<file path="config.mk">
export PLATFORM = sky130hd
export DESIGN_NAME = nic_descriptor_ring_manager_unit
export DESIGN_NICKNAME = d
export VERILOG_FILES = /design/src/hw/rtl/ndrm_pkg.sv /design/src/hw/rtl/nic_descriptor_ring_manager_unit.sv /design/src/hw/rtl/ndrm_ctrl.sv /design/src/hw/rtl/ndrm_datapath.sv
export SDC_FILE = /design/constraint.sdc
export NUM_CORES = 1
export LEC_CHECK = 0
export ABC_CLOCK_PERIOD_IN_PS = 8800
export BUFFER_PORTS_ARGS = -buffer_cell sky130_fd_sc_hd__buf_4
export CAP_MARGIN = 5
export CORE_ASPECT_RATIO = 1.2
export CORE_MARGIN = 3
export CORE_UTILIZATION = 65
export CTS_CLUSTER_SIZE = 16
export DETAILED_ROUTE_END_ITERATION = 10
export PLACE_DENSITY_LB_ADDON = 0.12
export SLEW_MARGIN = 20
export SYNTH_ARGS = -nofsm -noshare
export SYNTH_HDL_FRONTEND = slang
export SYNTH_HIERARCHICAL = 1
export SYNTH_SLANG_ARGS = --single-unit
</file>
<file path="constraint.sdc">
create_clock -name clk -period 8.8 [get_ports clk]
set_input_delay 0.44 -clock clk [delete_from_list [all_inputs] [get_ports clk]]
set_output_delay 0.44 -clock clk [all_outputs]
set_load 0.01 [all_outputs]
</file>
<file path="src/hw/rtl/ndrm_pkg.sv">
// ----------------------------------------------------------------------------
// ndrm_pkg
// shared types and constants for the descriptor ring manager
// ----------------------------------------------------------------------------
`timescale 1ns / 1ps
`default_nettype none

package ndrm_pkg;

  localparam int TX_SLOTS = 16;
  localparam int RX_SLOTS = 32;
  localparam int TX_IW    = $clog2(TX_SLOTS);
  localparam int RX_IW    = $clog2(RX_SLOTS);

  localparam int ACT_W    = 2;
  localparam int LEN_W    = 16;
  localparam int SLOT_W   = 5;
  localparam int FRAME_W  = 11;
  localparam int DROP_W   = 6;
  localparam int STAT_W   = 2;
  localparam int CFG_IW   = 2;
  localparam int CFG_DW   = 11;

  localparam logic [FRAME_W-1:0] MIN_FRAME_RST = FRAME_W'(60);
  localparam logic [FRAME_W-1:0] MAX_FRAME_RST = FRAME_W'(1518);
  localparam logic [DROP_W-1:0]  DROP_MAX      = '1;

  typedef enum logic [ACT_W-1:0] {
    ACT_SEND    = 2'd0,
    ACT_RECV    = 2'd1,
    ACT_TX_DONE = 2'd2,
    ACT_RX_FILL = 2'd3
  } action_t;

  typedef enum logic [STAT_W-1:0] {
    ST_OK     = 2'd0,
    ST_EMPTY  = 2'd1,
    ST_REJECT = 2'd2
  } status_t;

  typedef enum logic [CFG_IW-1:0] {
    CFG_RING_ENABLE = 2'd0,
    CFG_MIN_FRAME   = 2'd1,
    CFG_MAX_FRAME   = 2'd2,
    CFG_UNUSED      = 2'd3
  } cfg_index_t;

  typedef enum logic [1:0] {
    S_IDLE,
    S_EXEC,
    S_RX_FETCH,
    S_RX_STEP
  } state_t;

  // controller to datapath
  typedef struct packed {
    logic latch;     // capture input beat
    logic finish;    // commit item and load result register
    logic rx_fetch;  // read frame length at receive index
    logic rx_skip;   // free errored frame and advance
  } ndrm_cmd_t;

  // datapath to controller
  typedef struct packed {
    logic rx_go;     // receive request that must walk the ring
    logic rx_skip;   // current receive slot holds an errored frame
    logic out_free;  // result register can take a new beat
  } ndrm_stat_t;

endpackage

`default_nettype wire

</file>
<file path="src/hw/rtl/nic_descriptor_ring_manager_unit.sv">
// ----------------------------------------------------------------------------
// nic_descriptor_ring_manager_unit
// transmit and receive descriptor ring manager, one result beat per request
// ----------------------------------------------------------------------------
//
//   channel  handshake         payload
//   -------  ----------------  ------------------------------------------------
//   in       in_valid/ready    action, length, slot, error_flag
//   out      out_valid/ready   status, byte_count, used_slot, tail_write,
//                              tail_index, dropped
//   cfg      cfg_we            cfg_index, cfg_data (write only)
//
// send, rejected receive and device events are captured, then executed into the
// result register. a receive request that walks the ring is captured, executed,
// then fetches one slot of the frame length memory per step, freeing each
// errored frame that it meets. reset takes effect at once, no clearing pass.
// a stalled result beat holds the next item in its last step until the result
// register frees.
//
`timescale 1ns / 1ps
`default_nettype none

module nic_descriptor_ring_manager_unit (
  input  wire logic                         clk,
  input  wire logic                         rst_n,
  input  wire logic                         cfg_we,
  input  wire logic [ndrm_pkg::CFG_IW-1:0]  cfg_index,
  input  wire logic [ndrm_pkg::CFG_DW-1:0]  cfg_data,
  input  wire logic                         in_valid,
  output logic                              in_ready,
  input  wire logic [ndrm_pkg::ACT_W-1:0]   in_action,
  input  wire logic [ndrm_pkg::LEN_W-1:0]   in_length,
  input  wire logic [ndrm_pkg::SLOT_W-1:0]  in_slot,
  input  wire logic                         in_error_flag,
  output logic                              out_valid,
  input  wire logic                         out_ready,
  output logic [ndrm_pkg::STAT_W-1:0]       out_status,
  output logic [ndrm_pkg::LEN_W-1:0]        out_byte_count,
  output logic [ndrm_pkg::SLOT_W-1:0]       out_used_slot,
  output logic                              out_tail_write,
  output logic [ndrm_pkg::SLOT_W-1:0]       out_tail_index,
  output logic [ndrm_pkg::DROP_W-1:0]       out_dropped
);
  import ndrm_pkg::*;

  ndrm_cmd_t  cmd;
  ndrm_stat_t stat;

  ndrm_ctrl u_ctrl (
    .clk      (clk),
    .rst_n    (rst_n),
    .in_valid (in_valid),
    .in_ready (in_ready),
    .stat     (stat),
    .cmd      (cmd)
  );

  ndrm_datapath u_dp (
    .clk            (clk),
    .rst_n          (rst_n),
    .cfg_we         (cfg_we),
    .cfg_index      (cfg_index),
    .cfg_data       (cfg_data),
    .in_action      (in_action),
    .in_length      (in_length),
    .in_slot        (in_slot),
    .in_error_flag  (in_error_flag),
    .cmd            (cmd),
    .stat           (stat),
    .out_valid      (out_valid),
    .out_ready      (out_ready),
    .out_status     (out_status),
    .out_byte_count (out_byte_count),
    .out_used_slot  (out_used_slot),
    .out_tail_write (out_tail_write),
    .out_tail_index (out_tail_index),
    .out_dropped    (out_dropped)
  );

  // a result is never written over one still waiting
  a_no_overwrite: assert property (@(posedge clk) disable iff (!rst_n)
    cmd.finish |-> stat.out_free)
    else $error("result register overwritten");

  // an accepted beat blocks the input for at least the execute cycle
  a_one_at_a_time: assert property (@(posedge clk) disable iff (!rst_n)
    (in_valid && in_ready) |=> !in_ready)
    else $error("input taken while an item is in progress");

  // a new result appears only from a finish command
  a_valid_source: assert property (@(posedge clk) disable iff (!rst_n)
    $rose(out_valid) |-> $past(cmd.finish))
    else $error("result valid without finish");

  // rejected items carry no tail write and no drops
  a_reject_clean: assert property (@(posedge clk) disable iff (!rst_n)
    (out_valid && (out_status == ST_REJECT)) |-> (!out_tail_write && (out_dropped == '0)))
    else $error("rejected item with side effects");

endmodule

`default_nettype wire

</file>
<file path="src/hw/rtl/ndrm_ctrl.sv">
// ----------------------------------------------------------------------------
// ndrm_ctrl
// sequencer: accepts a beat, runs the receive walk, hands off the result
// ----------------------------------------------------------------------------
`timescale 1ns / 1ps
`default_nettype none

module ndrm_ctrl (
  input  wire logic                clk,
  input  wire logic                rst_n,
  input  wire logic                in_valid,
  output logic                     in_ready,
  input  wire ndrm_pkg::ndrm_stat_t stat,
  output ndrm_pkg::ndrm_cmd_t      cmd
);
  import ndrm_pkg::*;

  state_t state_r, state_nxt;

  always_ff @(posedge clk) begin
    if (!rst_n) begin
      state_r <= S_IDLE;
    end else begin
      state_r <= state_nxt;
    end
  end

  always_comb begin
    state_nxt = state_r;
    unique case (state_r)
      S_IDLE: begin
        if (in_valid) state_nxt = S_EXEC;
      end
      S_EXEC: begin
        if (stat.rx_go) state_nxt = S_RX_FETCH;
        else if (stat.out_free) state_nxt = S_IDLE;
      end
      S_RX_FETCH: begin
        state_nxt = S_RX_STEP;
      end
      S_RX_STEP: begin
        // each skip clears the errored slot's flags, so a full lap always ends the walk
        if (stat.rx_skip) state_nxt = S_RX_FETCH;
        else if (stat.out_free) state_nxt = S_IDLE;
      end
      default: state_nxt = S_IDLE;
    endcase
  end

  always_comb begin
    in_ready     = 1'b0;
    cmd          = '0;
    unique case (state_r)
      S_IDLE: begin
        in_ready  = 1'b1;
        cmd.latch = in_valid;
      end
      S_EXEC: begin
        cmd.finish = !stat.rx_go && stat.out_free;
      end
      S_RX_FETCH: begin
        cmd.rx_fetch = 1'b1;
      end
      S_RX_STEP: begin
        cmd.rx_skip = stat.rx_skip;
        cmd.finish  = !stat.rx_skip && stat.out_free;
      end
      default: begin
        in_ready = 1'b0;
      end
    endcase
  end

endmodule

`default_nettype wire

</file>
<file path="src/hw/rtl/ndrm_datapath.sv">
// ----------------------------------------------------------------------------
// ndrm_datapath
// ring indices, slot flags, frame length memory, config and result register
// ----------------------------------------------------------------------------
`timescale 1ns / 1ps
`default_nettype none

module ndrm_datapath (
  input  wire logic                         clk,
  input  wire logic                         rst_n,
  input  wire logic                         cfg_we,
  input  wire logic [ndrm_pkg::CFG_IW-1:0]  cfg_index,
  input  wire logic [ndrm_pkg::CFG_DW-1:0]  cfg_data,
  input  wire logic [ndrm_pkg::ACT_W-1:0]   in_action,
  input  wire logic [ndrm_pkg::LEN_W-1:0]   in_length,
  input  wire logic [ndrm_pkg::SLOT_W-1:0]  in_slot,
  input  wire logic                         in_error_flag,
  input  wire ndrm_pkg::ndrm_cmd_t          cmd,
  output ndrm_pkg::ndrm_stat_t              stat,
  output logic                              out_valid,
  input  wire logic                         out_ready,
  output logic [ndrm_pkg::STAT_W-1:0]       out_status,
  output logic [ndrm_pkg::LEN_W-1:0]        out_byte_count,
  output logic [ndrm_pkg::SLOT_W-1:0]       out_used_slot,
  output logic                              out_tail_write,
  output logic [ndrm_pkg::SLOT_W-1:0]       out_tail_index,
  output logic [ndrm_pkg::DROP_W-1:0]       out_dropped
);
  import ndrm_pkg::*;

  // configuration
  logic               ring_en_r;
  logic [FRAME_W-1:0] min_frame_r;
  logic [FRAME_W-1:0] max_frame_r;

  // ring state
  logic [TX_IW-1:0]    tx_next_r, tx_next_nxt;
  logic [TX_SLOTS-1:0] tx_done_r, tx_done_nxt;
  logic [RX_IW-1:0]    rx_next_r, rx_next_nxt;
  logic [RX_SLOTS-1:0] rx_done_r, rx_done_nxt;
  logic [RX_SLOTS-1:0] rx_err_r, rx_err_nxt;
  logic [LEN_W-1:0]    rx_len_mem [RX_SLOTS];
  logic [LEN_W-1:0]    rx_len_rd_r;

  // captured beat and walk bookkeeping
  action_t           act_r;
  logic [LEN_W-1:0]  len_r;
  logic [SLOT_W-1:0] slot_r;
  logic              err_r;
  logic [DROP_W-1:0] drop_r, drop_nxt;
  logic              tw_r, tw_nxt;
  logic [SLOT_W-1:0] ti_r, ti_nxt;

  // result register
  logic              out_valid_r, out_valid_nxt;
  status_t           res_status, out_status_r;
  logic [LEN_W-1:0]  res_bytes, out_bytes_r;
  logic [SLOT_W-1:0] res_used, out_used_r;
  logic              res_tw, out_tw_r;
  logic [SLOT_W-1:0] res_ti, out_ti_r;
  logic [DROP_W-1:0] res_drop, out_drop_r;

  logic               send_rej, recv_rej, tx_slot_bad, rx_slot_bad;
  logic [TX_IW-1:0]   tx_adv;
  logic [RX_IW-1:0]   rx_adv;
  logic [FRAME_W-1:0] pad_len;
  logic [LEN_W-1:0]   rx_clip;
  logic               we_mem;

  assign send_rej    = !ring_en_r || (len_r == '0) ||
                       (len_r > LEN_W'(max_frame_r));
  assign recv_rej    = !ring_en_r || (len_r == '0);
  assign tx_slot_bad = {1'b0, slot_r} >= (SLOT_W+1)'(TX_SLOTS);
  assign rx_slot_bad = {1'b0, slot_r} >= (SLOT_W+1)'(RX_SLOTS);
  assign tx_adv      = (tx_next_r == TX_IW'(TX_SLOTS - 1)) ? '0 : tx_next_r + 1'b1;
  assign rx_adv      = (rx_next_r == RX_IW'(RX_SLOTS - 1)) ? '0 : rx_next_r + 1'b1;
  // length is already bounded by max_frame here, so the low bits are the value
  assign pad_len     = (len_r[FRAME_W-1:0] < min_frame_r) ? min_frame_r
                                                          : len_r[FRAME_W-1:0];
  assign rx_clip     = (rx_len_rd_r > len_r) ? len_r : rx_len_rd_r;

  assign stat.rx_go    = (act_r == ACT_RECV) && !recv_rej;
  assign stat.rx_skip  = rx_done_r[rx_next_r] && rx_err_r[rx_next_r];
  assign stat.out_free = !out_valid_r || out_ready;

  // result and state update for the captured beat
  always_comb begin
    res_status  = ST_OK;
    res_bytes   = '0;
    res_used    = '0;
    res_tw      = 1'b0;
    res_ti      = '0;
    res_drop    = '0;
    tx_next_nxt = tx_next_r;
    tx_done_nxt = tx_done_r;
    rx_next_nxt = rx_next_r;
    rx_done_nxt = rx_done_r;
    rx_err_nxt  = rx_err_r;
    drop_nxt    = drop_r;
    tw_nxt      = tw_r;
    ti_nxt      = ti_r;
    we_mem      = 1'b0;

    if (cmd.latch) begin
      drop_nxt = '0;
      tw_nxt   = 1'b0;
      ti_nxt   = '0;
    end

    if (cmd.rx_skip) begin
      rx_done_nxt[rx_next_r] = 1'b0;
      rx_err_nxt[rx_next_r]  = 1'b0;
      rx_next_nxt            = rx_adv;
      tw_nxt                 = 1'b1;
      ti_nxt                 = SLOT_W'(rx_next_r);
      if (drop_r != DROP_MAX) drop_nxt = drop_r + 1'b1;
    end

    unique case (act_r)
      ACT_SEND: begin
        if (send_rej) begin
          res_status = ST_REJECT;
        end else if (!tx_done_r[tx_next_r]) begin
          res_status = ST_EMPTY;
        end else begin
          res_bytes = LEN_W'(pad_len);
          res_used  = SLOT_W'(tx_next_r);
          res_tw    = 1'b1;
          res_ti    = SLOT_W'(tx_adv);
          if (cmd.finish) begin
            tx_done_nxt[tx_next_r] = 1'b0;
            tx_next_nxt            = tx_adv;
          end
        end
      end
      ACT_RECV: begin
        if (recv_rej) begin
          res_status = ST_REJECT;
        end else begin
          res_tw   = tw_r;
          res_ti   = ti_r;
          res_drop = drop_r;
          if (rx_done_r[rx_next_r]) begin
            res_bytes = rx_clip;
            res_used  = SLOT_W'(rx_next_r);
            res_tw    = 1'b1;
            res_ti    = SLOT_W'(rx_next_r);
            if (cmd.finish) begin
              rx_done_nxt[rx_next_r] = 1'b0;
              rx_next_nxt            = rx_adv;
            end
          end else begin
            res_status = ST_EMPTY;
          end
        end
      end
      ACT_TX_DONE: begin
        if (tx_slot_bad) begin
          res_status = ST_REJECT;
        end else begin
          res_used = slot_r;
          if (cmd.finish) tx_done_nxt[TX_IW'(slot_r)] = 1'b1;
        end
      end
      ACT_RX_FILL: begin
        if (rx_slot_bad) begin
          res_status = ST_REJECT;
        end else begin
          res_used = slot_r;
          if (cmd.finish) begin
            rx_done_nxt[RX_IW'(slot_r)] = 1'b1;
            rx_err_nxt[RX_IW'(slot_r)]  = err_r;
            we_mem                      = 1'b1;
          end
        end
      end
      default: res_status = ST_REJECT;
    endcase
  end

  always_comb begin
    out_valid_nxt = out_valid_r;
    if (out_ready) out_valid_nxt = 1'b0;
    if (cmd.finish) out_valid_nxt = 1'b1;
  end

  always_ff @(posedge clk) begin
    if (!rst_n) begin
      ring_en_r   <= 1'b0;
      min_frame_r <= MIN_FRAME_RST;
      max_frame_r <= MAX_FRAME_RST;
      tx_next_r   <= '0;
      tx_done_r   <= '1;
      rx_next_r   <= '0;
      rx_done_r   <= '0;
      rx_err_r    <= '0;
      out_valid_r <= 1'b0;
    end else begin
      if (cfg_we) begin
        unique case (cfg_index_t'(cfg_index))
          CFG_RING_ENABLE: ring_en_r   <= cfg_data[0];
          CFG_MIN_FRAME:   min_frame_r <= cfg_data[FRAME_W-1:0];
          CFG_MAX_FRAME:   max_frame_r <= cfg_data[FRAME_W-1:0];
          default:         ring_en_r   <= ring_en_r;
        endcase
      end
      tx_next_r   <= tx_next_nxt;
      tx_done_r   <= tx_done_nxt;
      rx_next_r   <= rx_next_nxt;
      rx_done_r   <= rx_done_nxt;
      rx_err_r    <= rx_err_nxt;
      out_valid_r <= out_valid_nxt;
    end
  end

  // payload registers
  always_ff @(posedge clk) begin
    if (cmd.latch) begin
      act_r  <= action_t'(in_action);
      len_r  <= in_length;
      slot_r <= in_slot;
      err_r  <= in_error_flag;
    end
    drop_r <= drop_nxt;
    tw_r   <= tw_nxt;
    ti_r   <= ti_nxt;
    if (cmd.finish) begin
      out_status_r <= res_status;
      out_bytes_r  <= res_bytes;
      out_used_r   <= res_used;
      out_tw_r     <= res_tw;
      out_ti_r     <= res_ti;
      out_drop_r   <= res_drop;
    end
  end

  // frame length memory
  always_ff @(posedge clk) begin
    if (we_mem) rx_len_mem[RX_IW'(slot_r)] <= len_r;
    if (cmd.rx_fetch) rx_len_rd_r <= rx_len_mem[rx_next_r];
  end

  assign out_valid      = out_valid_r;
  assign out_status     = out_status_r;
  assign out_byte_count = out_bytes_r;
  assign out_used_slot  = out_used_r;
  assign out_tail_write = out_tw_r;
  assign out_tail_index = out_ti_r;
  assign out_dropped    = out_drop_r;

endmodule

`default_nettype wire
</file>
==> results_dict.tcl <==
set metrics [dict create \
    outcome "completed" \
    number_of_antenna_violations_at_the_first_check_in_global_routing 1 \
    grt_first_pass_wirelength_microns 117000 \
    worst-slew-pin-transition_ns 1.17 \
    power.share.clock 0.433 \
    clk_pin_slew_worst_paths_ns 0.06 \
    synth_area_leader_cell "sky130_fd_sc_hd__edfxtp_1" \
    dp.final_hpwl_microns 47500 \
    final.hold.worst_slack_ns 0.0231 \
    hold_violations_final 0 \
    synth.yosys.seq_area_share 0.686 \
    power.net_switching_mw 1.41 \
    worst-path-max-fanout 53 \
    first_global_vias 17900 \
    drv_cap 0 \
    internal_power_mw 5.50 \
    critPathArrivalTime_ns 5.68 \
    post_route_clock_period_utilization 0.619 \
    setup_slack_ns 3.36 \
    cpMaxStageDelayCell "sky130_fd_sc_hd__dfxtp_4" \
    cts_buffers 69 \
    syn-mean-instance-area_sq_um 15.4 \
    post_drt_wl_per_cell_microns 29.3 \
    max_slew_margin 0.217 \
    pwr_density_cell_nw_per_um2 208 \
    die_x_microns 200 \
    edff_count_synth 592 \
    drt_iter0_markers 2129 \
    synthMostInstantiatedCell "sky130_fd_sc_hd__edfxtp_1" \
    criticalPathCategory "register to register" \
    syn_inst 1912 \
    detail_route.drc_violations 0 \
    cp_common_cell "sky130_fd_sc_hd__inv_1" \
    core_area_sq_um 44400 \
    drt-total-wl_microns 78200 \
    synth.net_count 2001 \
    fin_tns_setup_ns 0 \
    seq_power_share 0.535 \
    groute.usage.overall 0.332 \
    detailedPlace.worstSlack_ns 3.41 \
    instances_no_fill 2671 \
    yosys_warnings 6 \
    setup_viol 0 \
    synth.top_cell.area_share 0.603 \
    ys_async_sr_fraction 0 \
    die_area_sq_um 47900 \
    power.combinational.fraction 0.032 \
    netlist_area_sq_um 29500 \
    viasPerCell 6.80 \
    required_ns 9.03 \
    crit_path_cell_trace "buf_4 > mux4_2 > o22a_1 > o21ai_2 > a211oi_2 > inv_1 > a31oi_1 > mux2_4 > nor2_4 > nand3_1 > nor3_1 > nand2_1 > inv_1" \
    area_growth_pct 12.8 \
    skew_ns 0.0215 \
    yosys_register_bits 714 \
    vias 18200 \
    synth_area_leaders "sky130_fd_sc_hd__edfxtp_1 (60%), sky130_fd_sc_hd__mux4_2 (11%), sky130_fd_sc_hd__dfxtp_1 (8.3%)" \
    post_route_cells_drive_above_1_share 0.190 \
    critical_path.endpoint_type "register" \
    critical-path-max-stage-delay_ns 0.97 \
    clock_tree.buffer_depth 3 \
    ys_top_cells_by_count "sky130_fd_sc_hd__edfxtp_1 (592), sky130_fd_sc_hd__nand2_1 (145), sky130_fd_sc_hd__mux4_2 (142)" \
    dp.cells 2521 \
    grt.overflow.total 0 \
    first_pass_drt_iterations 6 \
    setup_repair_after_global_routing_missed_its_margin "false" \
    grt_max_degree 64 \
    floorplan.die.height_microns 239 \
    timing.hold.worst.class "input pin to register" \
    post_cts.resized_instances 0 \
    clkSinkCount 714 \
    io_buffers 78 \
    final_critical_delay_including_setup_and_external_delays_ns 5.44 \
    power.switching_fraction 0.204 \
    site_rows 84 \
    start_util 0.664 \
    clock_tree_from_tritoncts "yes" \
    yosys_most_used_dff "sky130_fd_sc_hd__edfxtp_1" \
    io_pins 79 \
    library_cell_used_as_clock_root_buffer "sky130_fd_sc_hd__clkbuf_16" \
    ant_nets 0 \
    cellLeakagePower_nw 10.9 \
    final_max_slew_viol_count 0 \
    htree_num_levels 3 \
    design.final.nets 2102 \
    worst_skew_pair.late_latency_ns 0.61 \
    n_antenna_cell 0 \
    max_freq_ghz 0.184 \
    vdd.ir_drop.worst_mv 0.213 \
    gp_routability_congestion 0.964 \
    yosysUniqueCellTypes 70 \
    setup.worst_path.start_class "register" \
    tot_pwr_mw 6.91 \
]
## power groups by stage
| stage | registers [mW] | clock network [mW] | logic, mW |
|---|---|---|---|
| floorplan | 3.79 | 0 | 0.0799 |
| global placement | 3.77 | 0 | 0.198 |
| detailed placement | 3.77 | 0 | 0.206 |
| CTS | 3.70 | 3.02 | 0.216 |
| global route | 3.70 | 3.16 | 0.234 |
| finish | 3.70 | 2.99 | 0.219 |
## worst max-delay path: cells and delay by family (launching register included)
| family | cells | cell delay, ns |
|---|---|---|
| buffers and inverters | 3 | 1.44 |
| AND/OR/NAND/NOR | 4 | 1.17 |
| flip-flops | 1 | 0.97 |
| multiplexers | 2 | 0.91 |
| AO/OA/AOI/OAI | 4 | 0.53 |
## per-layer routing
metal | vias up | part of all wire | GRT usage
li1 | 7673 | - | -
met1 | 9174 | 0.37 | 0.445
met2 | 1112 | 0.48 | 0.531
met3 | 209 | 0.091 | 0.0553
met4 | 0 | 0.061 | 0.183
met5 | - | 0 | 0
## path summary, 6_finish.rpt
kind	startpoint	endpoint	slack (ns)	depth (start not counted)
worst max register to register	u_dp/rx_next_r[0]	u_dp/rx_len_mem[0][3]	3.36	13
worst min-delay path	in_action[1]	u_dp/act_r[1]	0.02	1
worst min register to register	u_dp/tx_done_r[2]	u_dp/tx_done_r[2]	0.46	1
worst max-delay path	u_dp/rx_next_r[0]	u_dp/rx_len_mem[0][3]	3.36	13
## flip-flops by register name, summed over array words and instances (netlist names), 4 cells and up
name / count
u_dp/drop_r: 6
u_dp/len_r: 16
u_dp/max_frame_r: 11
u_dp/min_frame_r: 11
u_dp/out_byte_count: 16
u_dp/out_dropped: 6
u_dp/out_tail_index: 5
u_dp/out_used_slot: 5
u_dp/rx_done_r: 32
u_dp/rx_err_r: 32
u_dp/rx_len_mem: 512
u_dp/rx_len_rd_r: 16
u_dp/rx_next_r: 5
u_dp/slot_r: 5
u_dp/ti_r: 5
u_dp/tx_done_r: 16
u_dp/tx_next_r: 4
## through the flow
| step | util | instance area [sq um] |
|---|---|---|
| 2_1_floorplan | - | 29500 |
| 3_3_place_gp | 0.692 | 30700 |
| 3_5_place_dp | 0.692 | 30700 |
| 4_1_cts | 0.749 | 33200 |
| 5_1_grt | 0.750 | 33300 |
| 6_report | 0.750 | 33300 |
## cell families (layout without fill, tap and decap cells)
logic type	after synthesis	in the layout	share of synthesized area
compound gates	366	366	0.0796
xor+xnor	2	2	0.000595
fa+ha+maj	47	47	0.0200
buf+inv	191	348	0.0259
flops	714	714	0.686
mux	182	182	0.122
simple gates	410	410	0.0654
## cell type report
| class | count | area, sq um |
|---|---|---|
| inverter | 79 | 297 |
| sequential | 714 | 20200 |
| fill | 2631 | 11100 |
| clock buffer | 94 | 1930 |
| tap | 602 | 753 |
| multi-input combinational | 1007 | 8560 |
| clock inverter | 33 | 368 |
| timing repair buffer | 142 | 1120 |
## repair_timing
item | CTS | global route
buffers inserted | 0 | 0
endpoints found under the hold margin | 23 | 0
setup endpoints to repair | 0 | 0
hold buffers | 23 | 0
## cells in the final DEF, fill, tap and decap left out, types with 23 or more instances in the layout
master	n
sky130_fd_sc_hd__a21oi_1	96
sky130_fd_sc_hd__a22oi_1	73
sky130_fd_sc_hd__buf_4	119
sky130_fd_sc_hd__clkbuf_16	73
sky130_fd_sc_hd__dfxtp_1	120
sky130_fd_sc_hd__dlygate4sd3_1	23
sky130_fd_sc_hd__edfxtp_1	592
sky130_fd_sc_hd__ha_1	47
sky130_fd_sc_hd__inv_1	78
sky130_fd_sc_hd__mux2i_1	39
sky130_fd_sc_hd__mux4_2	142
sky130_fd_sc_hd__nand2_1	145
sky130_fd_sc_hd__nand3_1	31
sky130_fd_sc_hd__nor2_1	98
sky130_fd_sc_hd__o211ai_1	34
sky130_fd_sc_hd__o21ai_0	81
No activity file was read; power rests on OpenSTA's default activity.
